File: src/rtl/core/segi_pkg.sv
// ----------------------------------------------------------------------------
// segi_pkg
// Shared widths, codes and types of the 2D segment intersection pipeline.
// ----------------------------------------------------------------------------
package segi_pkg;

  // fixed point format of all coordinates
  localparam int FRAC_BITS = 16;
  localparam int COORD_W   = 32;
  localparam int TOL_W     = 16;

  // exact widths of the cross products
  localparam int VEC_W  = COORD_W + 1;           // start difference
  localparam int DPRD_W = 2 * COORD_W;           // direction by direction
  localparam int VPRD_W = VEC_W + COORD_W;       // difference by direction
  localparam int DEN_W  = DPRD_W + 1;
  localparam int NUM_W  = VPRD_W + 1;

  // quotient bits: enough to hold one plus the largest tolerance
  localparam int MAXF  = (FRAC_BITS > TOL_W) ? FRAC_BITS : TOL_W;
  localparam int QW    = MAXF + 2;
  localparam int TW    = QW + 1;                 // signed parameter
  localparam int DIV_W = (NUM_W - 1) + FRAC_BITS + QW;

  // pipeline depths
  localparam int FRONT_LAT = 3;
  localparam int DIV_LAT   = QW + 2;
  localparam int PIPE_LAT  = FRONT_LAT + DIV_LAT;

  typedef enum logic [1:0] {
    OC_HIT      = 2'd0,
    OC_PARALLEL = 2'd1,
    OC_OUTSIDE  = 2'd2
  } outcome_t;

  // data carried beside the dividers
  typedef struct packed {
    logic signed [COORD_W-1:0] sax;
    logic signed [COORD_W-1:0] say;
    logic signed [COORD_W-1:0] dax;
    logic signed [COORD_W-1:0] day;
    logic                      den_zero;
  } seg_side_t;

endpackage

File: src/rtl/core/segi_point.sv
// ----------------------------------------------------------------------------
// segi_point
// Parameter range check, outcome code, intersection point with saturation,
// and the result register.
// ----------------------------------------------------------------------------
module segi_point import segi_pkg::*; (
  input  logic                      clk,
  input  logic                      rst_n,
  input  logic                      en,
  input  logic                      in_vld,
  input  logic [QW-1:0]             q1,
  input  logic                      neg1,
  input  logic                      ovf1,
  input  logic [QW-1:0]             q2,
  input  logic                      neg2,
  input  logic                      ovf2,
  input  seg_side_t                 side,
  input  logic [TOL_W-1:0]          tol,
  output logic                      out_vld,
  output logic                      hit,
  output logic [1:0]                outcome,
  output logic signed [COORD_W-1:0] point_x,
  output logic signed [COORD_W-1:0] point_y
);

  localparam int RW    = TW + 1;
  localparam int PRD_W = COORD_W + TW;
  localparam int SUM_W = PRD_W + 1;
  localparam int ONE   = 1 << FRAC_BITS;

  localparam logic signed [SUM_W-1:0] SAT_HI =
    $signed({{(SUM_W-COORD_W+1){1'b0}}, {(COORD_W-1){1'b1}}});
  localparam logic signed [SUM_W-1:0] SAT_LO =
    $signed({{(SUM_W-COORD_W+1){1'b1}}, {(COORD_W-1){1'b0}}});

  logic signed [RW-1:0] t1_w, t2_w, lo_w, hi_w;
  logic                 ok1, ok2;
  outcome_t             oc_nxt;

  // stage p1
  logic                      v1_r;
  logic signed [TW-1:0]      t1_r;
  outcome_t                  oc1_r;
  logic signed [COORD_W-1:0] sax1_r, say1_r, dax1_r, day1_r;
  // stage p2
  logic                      v2_r;
  logic signed [PRD_W-1:0]   prx_r, pry_r;
  outcome_t                  oc2_r;
  logic signed [COORD_W-1:0] sax2_r, say2_r;
  // result register
  logic                      out_vld_r;
  outcome_t                  oc_r;
  logic signed [COORD_W-1:0] px_r, py_r;

  logic signed [SUM_W-1:0]   sumx, sumy;

  // signed parameters and tolerance window
  always_comb begin
    lo_w   = -$signed(RW'(tol));
    hi_w   = $signed(RW'(ONE)) + $signed(RW'(tol));
    t1_w   = neg1 ? -$signed(RW'(q1)) : $signed(RW'(q1));
    t2_w   = neg2 ? -$signed(RW'(q2)) : $signed(RW'(q2));
    ok1    = !ovf1 && (t1_w >= lo_w) && (t1_w <= hi_w);
    ok2    = !ovf2 && (t2_w >= lo_w) && (t2_w <= hi_w);
    if (side.den_zero) begin
      oc_nxt = OC_PARALLEL;
    end else if (ok1 && ok2) begin
      oc_nxt = OC_HIT;
    end else begin
      oc_nxt = OC_OUTSIDE;
    end
  end

  always_ff @(posedge clk) begin
    if (!rst_n) begin
      v1_r <= 1'b0;
    end else if (en) begin
      v1_r <= in_vld;
    end
  end

  always_ff @(posedge clk) begin
    if (en) begin
      t1_r   <= TW'(t1_w);
      oc1_r  <= oc_nxt;
      sax1_r <= side.sax;
      say1_r <= side.say;
      dax1_r <= side.dax;
      day1_r <= side.day;
    end
  end

  // direction times parameter
  always_ff @(posedge clk) begin
    if (!rst_n) begin
      v2_r <= 1'b0;
    end else if (en) begin
      v2_r <= v1_r;
    end
  end

  always_ff @(posedge clk) begin
    if (en) begin
      prx_r  <= PRD_W'(dax1_r) * PRD_W'(t1_r);
      pry_r  <= PRD_W'(day1_r) * PRD_W'(t1_r);
      oc2_r  <= oc1_r;
      sax2_r <= sax1_r;
      say2_r <= say1_r;
    end
  end

  // floor shift, add start point, saturate
  always_comb begin
    sumx = SUM_W'(sax2_r) + SUM_W'(prx_r >>> FRAC_BITS);
    sumy = SUM_W'(say2_r) + SUM_W'(pry_r >>> FRAC_BITS);
  end

  always_ff @(posedge clk) begin
    if (!rst_n) begin
      out_vld_r <= 1'b0;
    end else if (en) begin
      out_vld_r <= v2_r;
    end
  end

  always_ff @(posedge clk) begin
    if (en) begin
      oc_r <= oc2_r;
      if (oc2_r != OC_HIT) begin
        px_r <= '0;
        py_r <= '0;
      end else begin
        px_r <= (sumx > SAT_HI) ? COORD_W'(SAT_HI) :
                (sumx < SAT_LO) ? COORD_W'(SAT_LO) : COORD_W'(sumx);
        py_r <= (sumy > SAT_HI) ? COORD_W'(SAT_HI) :
                (sumy < SAT_LO) ? COORD_W'(SAT_LO) : COORD_W'(sumy);
      end
    end
  end

  assign out_vld = out_vld_r;
  assign hit     = (oc_r == OC_HIT);
  assign outcome = oc_r;
  assign point_x = px_r;
  assign point_y = py_r;

endmodule

File: config.mk
export PLATFORM = sky130hd
export DESIGN_NAME = segi_point
export DESIGN_NICKNAME = d
export VERILOG_FILES = /design/src/rtl/core/segi_pkg.sv /design/src/rtl/core/segi_point.sv
export SDC_FILE = /design/constraint.sdc
export NUM_CORES = 2
export LEC_CHECK = 0
export BUFFER_PORTS_ARGS = -buffer_cell sky130_fd_sc_hd__buf_2
export CORE_ASPECT_RATIO = 0.5
export CORE_MARGIN = 2
export CORE_UTILIZATION = 59
export DETAILED_ROUTE_END_ITERATION = 12
export GPL_TIMING_DRIVEN = 0
export HOLD_SLACK_MARGIN = 0.06
export PLACE_DENSITY = 0.76
export SYNTH_ARGS = -nofsm -noshare
export SYNTH_HDL_FRONTEND = slang
export SYNTH_SLANG_ARGS = --single-unit
File: constraint.sdc
create_clock -name clk -period 7.52 [get_ports clk]
set_input_delay 1.504 -clock clk [delete_from_list [all_inputs] [get_ports clk]]
set_output_delay 1.504 -clock clk [all_outputs]
set_load 0.02 [all_outputs]
Word-level counts from Yosys, hierarchy flattened
Index checks and enable logic that the tools add are counted.
{"block": "classes", "multipliers": 2, "muxes": 7, "n_reduce_logical": 11, "n_lt_le_gt_ge": 8, "add_sub_neg": 6}
{"operator": "32-bit by 19-bit multiplier with 51-bit output", "count": 2}
{"operator": "32-bit by 35-bit adder with 36-bit output", "count": 2}
{"operator": "36-bit by 32-bit > comparator with 1-bit output (second input constant)", "count": 2}
{"operator": "36-bit by 32-bit less-than comparator with 1-bit output (second input constant)", "count": 2}
{"operator": "32-bit 2-to-1 mux", "count": 2}
{"operator": "31-bit 2-to-1 mux", "count": 2}
{"operator": "20-bit >= comparator", "count": 2}
{"operator": "20-bit by 19-bit less-or-equal comparator with 1-bit output", "count": 2}
{"operator": "20-bit 2-to-1 mux", "count": 2}
{"operator": "18-bit negation with 20-bit output", "count": 2}
{"operator": "16-bit negation with 20-bit output", "count": 1}
{"operator": "17-bit by 16-bit adder with 18-bit output (first input constant)", "count": 1}
{"operator": "1-bit logical AND", "count": 5}
{"operator": "2-bit OR reduction", "count": 2}
{"operator": "1-bit logical NOT", "count": 2}
{"operator": "2-bit logical NOT", "count": 1}
{"operator": "2-bit 2-to-1 mux", "count": 1}
{"operator": "2-bit nonzero test", "count": 1}
{"block": "totals", "out_inout_bits": 68, "regBits": 386, "word_cells": 53}

Logic depth before layout (Yosys ltp)
{"block": "depth", "depth_word": 7, "mapped_depth": 26, "depth_no_buf": 24}

Worst setup path before layout
OpenSTA, ideal clock, no wires.
{"block": "synth_path", "kind": "flip-flop to flip-flop", "from": "reg t1_r[4]", "to": "reg prx_r[50] (data pin)", "path_stages_with_launch": 24, "synth_period_minus_slack_ns": 7.002, "setup_slack_ns": 0.518, "t_required_ns": 7.259, "setup_ns": 0.261, "arrival_time_ns": 6.741, "n_path_buf": 2, "path_cell_list": "edfxtp_1 -> clkbuf_1 -> clkbuf_1 -> and2_1 -> fa_1 -> inv_1 -> fa_1 -> fa_1 -> fa_1 -> inv_1 -> fa_1 -> fa_1 -> ha_1 -> ha_1 -> or3_1 -> a21oi_2 -> a2111oi_1 -> or4_4 -> o2111ai_2 -> and2_2 -> o21ai_2 -> a221o_1 -> a211oi_2 -> xnor2_1"}
{"block": "synth_between", "elab_chain_len": 1}
{"element": "start: declaration", "line": "segi_point.sv:42", "source": "logic signed [TW-1:0] t1_r;"}
{"element": "start signal: assignment", "line": "segi_point.sv:84", "source": "t1_r <= TW'(t1_w);"}
{"element": "32-bit by 19-bit multiplier with 51-bit output", "line": "segi_point.sv:104", "source": "prx_r <= PRD_W'(dax1_r) * PRD_W'(t1_r);"}
{"element": "end signal: assignment", "line": "segi_point.sv:104"}
{"element": "end: declaration", "line": "segi_point.sv:47", "source": "logic signed [PRD_W-1:0] prx_r, pry_r;"}
Every way passes these cells.
A chain may end at the register's enable or synchronous reset.

Final worst setup path
{"block": "layout_path", "from": "reg day1_r[20]", "to": "reg pry_r[50] (data pin)"}
{"block": "layout_between", "elab_chain_len": 1}
{"element": "start: declaration", "line": "segi_point.sv:44", "source": "logic signed [COORD_W-1:0] sax1_r, say1_r, dax1_r, day1_r;"}
{"element": "start signal: assignment", "line": "segi_point.sv:89", "source": "day1_r <= side.day;"}
{"element": "32-bit by 19-bit multiplier with 51-bit output", "line": "segi_point.sv:105", "source": "pry_r <= PRD_W'(day1_r) * PRD_W'(t1_r);"}
{"element": "end signal: assignment", "line": "segi_point.sv:105"}
{"element": "end: declaration", "line": "segi_point.sv:47"}
Every way passes these cells.

==> results_dict.tcl <==
set metrics [dict create \
    r2r_cells 23 \
    synth-seq-cells 354 \
    synthMuxAreaShare_pct 0.05124 \
    synth_edf_count 351 \
    period_minus_slack_ns 7.797 \
    post-route-period-util_pct 103.7 \
    dominantRegCellSynth "edfxtp_1" \
    fin_nets 8047 \
    drt-met1-wl_um 74510 \
    syn-num-nets 7611 \
    rows 81 \
    grt_pass1_vias 46930 \
    avgSynthCellArea_um2 10.05 \
    cts_buffers 36 \
    start_kind "register" \
    r2r_setup_slack_ns -0.28 \
    slew_headroom_pct 30.65 \
    crit_fanout 8 \
    drt-wirelength-per-cell_um 25.50 \
    setup_viol 13 \
    skew_ns 0.05403 \
    synthSimpleGateAreaFrac_pct 14.23 \
    synth_xor_area_share_pct 2.660 \
    ys_seq_area_share_pct 18.09 \
    gr-total-overflow 0 \
    boundaryPins 257 \
    grt_antenna_before_repair 36 \
    synth_compound_area_share_pct 6.612 \
    drtIter0Drc 4912 \
    synth_top_family_by_area "adder cells" \
    finalWorstSetupSlack_ns -0.2772 \
    syn_to_final_growth_pct 13.11 \
    holdCritPathClass "reg2reg" \
    die_w_um 449.7 \
    core_mm2 0.09810 \
    critPathKind "reg2reg" \
    min_to "sax2_r[5]$_DFFE_PP_" \
    tightestPinTransition_ns 1.040 \
    num_vias 45440 \
    drive_above_1_share_pct 13.65 \
    cts.reportedPaths.clkPinSlew_ns 0.06 \
    die_h_um 226.9 \
    cts_tree "done" \
    synth.most_common_cell "fa_1" \
    io_buffers 256 \
    hold_path_depth 0 \
    cts.sinks 354 \
    ant_nets 0 \
    h-tree-depth 2 \
    rr_endpoint "pry_r[50]$_DFFE_PP_" \
    netlist_area_mm2 0.05861 \
    hold_violations 0 \
    synthDistinctLibCells 78 \
    fin_util_pct 67.57 \
    top_layer "met5" \
    maxCapViolCount 0 \
    grt_util_all_layers_pct 38.91 \
    stdcell_count 7648 \
    post_synth_inst_count 5831 \
    clockBufferDepth 3 \
    drcViolationCount 0 \
    pre_cts_ws_ns -2.360 \
    routed_wl_um 195100 \
    dr.pass1.iters 6 \
    slew_viol_final 0 \
    rsz0062_at_grt "yes" \
    die-area_mm2 0.1020 \
    timing.fmax_ghz 0.1283 \
    dr_wl_met3_um 29890 \
    grt_pass1_wl_um 288500 \
    cp.required_ns 7.81 \
    cts_root_buffer "clkbuf_16" \
    synth_area_leaders "fa_1, edfxtp_1, ha_1, inv_1, and2_1" \
    failed_checks "setup timing" \
    async_flop_share_pct 0 \
    fillers 7601 \
    timing.rr.start "day1_r[20]$_DFFE_PP_" \
    end_kind "register" \
    dp_hpwl_um 154500 \
    met2WireLength_um 80600 \
    netlist.area_leader.share_pct 40.31 \
    start_util_pct 59.74 \
    vias_per_cell 5.941 \
    gp_congestion 1.066 \
    critPathArrivalTime_ns 8.08 \
    synth.largest_area_cell "fa_1" \
    placed_cells_incl_taps 7418 \
    insertion_delay_ns 0.63 \
    hold_path.startpoint "sax1_r[5]$_DFFE_PP_" \
    yosys_warnings 0 \
    grt_max_degree 129 \
    synthAdderAreaFrac_pct 49.08 \
    ys_top_cells_by_count "fa_1, inv_1, nand2_1, and2_1, ha_1" \
    status "finished with violations" \
    holdWs_ns 0.3822 \
]
## metal layers
metal / GRT usage [%] / vias up
met3: 16.23 / 636
met1: 51.93 / 22900
met5: 0 / -
met2: 55.96 / 2944
li1: - / 18930
met4: 16.66 / 26
## layout by cell type, fill, tap and decap left out, types with 10 or more instances in the layout
cell	instances
a211oi_1	11
a21o_1	95
a21oi_1	138
a31oi_1	10
and2_1	557
and2_4	15
and3_1	17
buf_12	14
buf_2	275
buf_4	174
buf_6	15
buf_8	11
clkbuf_1	50
clkbuf_16	52
clkbuf_2	74
clkbuf_4	34
clkbuf_8	11
diode_2	26
edfxtp_1	351
fa_1	1157
fa_2	23
ha_1	387
ha_4	18
inv_1	1155
inv_2	11
nand2_1	690
nand2b_1	34
nand3_1	38
nand4_1	43
nor2_1	146
nor2b_1	29
nor3_1	39
o21a_1	48
o21ai_0	116
o21bai_1	21
o31ai_1	20
or4_1	13
xnor2_1	122
xor2_1	36
## how the worst max path moves through the flow
| stage | startpoint | to | slack (ns) | depth (start not counted) |
|---|---|---|---|---|
| after floorplan | t1_r[4]$_DFFE_PP_ | prx_r[50]$_DFFE_PP_ | 0.52 | 23 |
| after global placement | t1_r[9]$_DFFE_PP_ | pry_r[50]$_DFFE_PP_ | -2.63 | 24 |
| after detailed placement | t1_r[10]$_DFFE_PP_ | pry_r[47]$_DFFE_PP_ | -2.36 | 24 |
| after CTS | t1_r[8]$_DFFE_PP_ | pry_r[50]$_DFFE_PP_ | -0.04 | 23 |
| after global routing | t1_r[6]$_DFFE_PP_ | pry_r[47]$_DFFE_PP_ | -0.35 | 24 |
| final | day1_r[20]$_DFFE_PP_ | pry_r[50]$_DFFE_PP_ | -0.28 | 23 |
## per-stage QoR
step                 TNS, ns  instance area, um^2
floorplan                  0                58610
global placement      -99.37                61550
detailed placement    -82.42                61650
CTS                 -0.07264                65490
global route          -3.584                66230
finish                -1.794                66290
## area by class of cell
cell class / instances / area (um^2) / share of cell area (%)
buffer: 220 / 1684 / 2.540
inverter: 1169 / 4395 / 6.630
multi-input combinational: 4036 / 43660 / 65.86
clock buffer: 43 / 927.1 / 1.399
clock inverter: 22 / 267.8 / 0.4039
timing repair buffer: 450 / 3034 / 4.577
sequential: 354 / 10600 / 15.99
tap: 1328 / 1662 / 2.506
antenna: 26 / 65.06 / 0.09814
## logic make-up (layout without fill, tap and decap cells)
logic type | after synthesis | after routing
AND/OR/NAND/NOR | 1677 | 1677
buffers and inverters | 1441 | 1904
flip-flops | 354 | 354
multiplexers | 3 | 3
adder cells (fa/ha/maj) | 1591 | 1591
XOR/XNOR | 178 | 178
other | 0 | 26
AO/OA/AOI/OAI | 587 | 587
## sequential cells by signal, indices dropped and copies added, names as in the netlist, 19 cells and up
name	count
dax1_r	32
point_y	32
say1_r	32
t1_r	19
day1_r	32
prx_r	35
point_x	32
pry_r	35
sax1_r	32
say2_r	32
sax2_r	32
## timing repair
| action | in CTS | in global routing |
|---|---|---|
| hold endpoints to repair | 0 | 0 |
| pin swaps | 76 | 66 |
| gates resized for setup | 424 | 141 |
| endpoints found under the setup margin | 66 | 29 |
| hold buffers | 0 | 0 |
| setup buffers | 150 | 41 |
## critical path: stages (launching register included)
cell       delay [ns]
edfxtp_1         0.53
buf_4            0.21
buf_4            0.17
and2_1           0.18
fa_1             0.48
fa_1             0.53
inv_1            0.07
fa_1             0.48
inv_1            0.05
fa_1             0.50
fa_1             0.59
fa_1             0.42
ha_1             0.32
ha_4             0.26
a2111oi_2        0.28
o21ai_1          0.12
o21a_2           0.17
a2111oi_4        0.42
a21oi_4          0.15
o31a_4           0.40
o21ai_4          0.19
o211a_4          0.29
nor2_4           0.05
a211oi_4         0.58
Power is left out: the tool's default activity adds up to more than one toggle a clock period on the data nets, which glitch-free logic cannot reach.
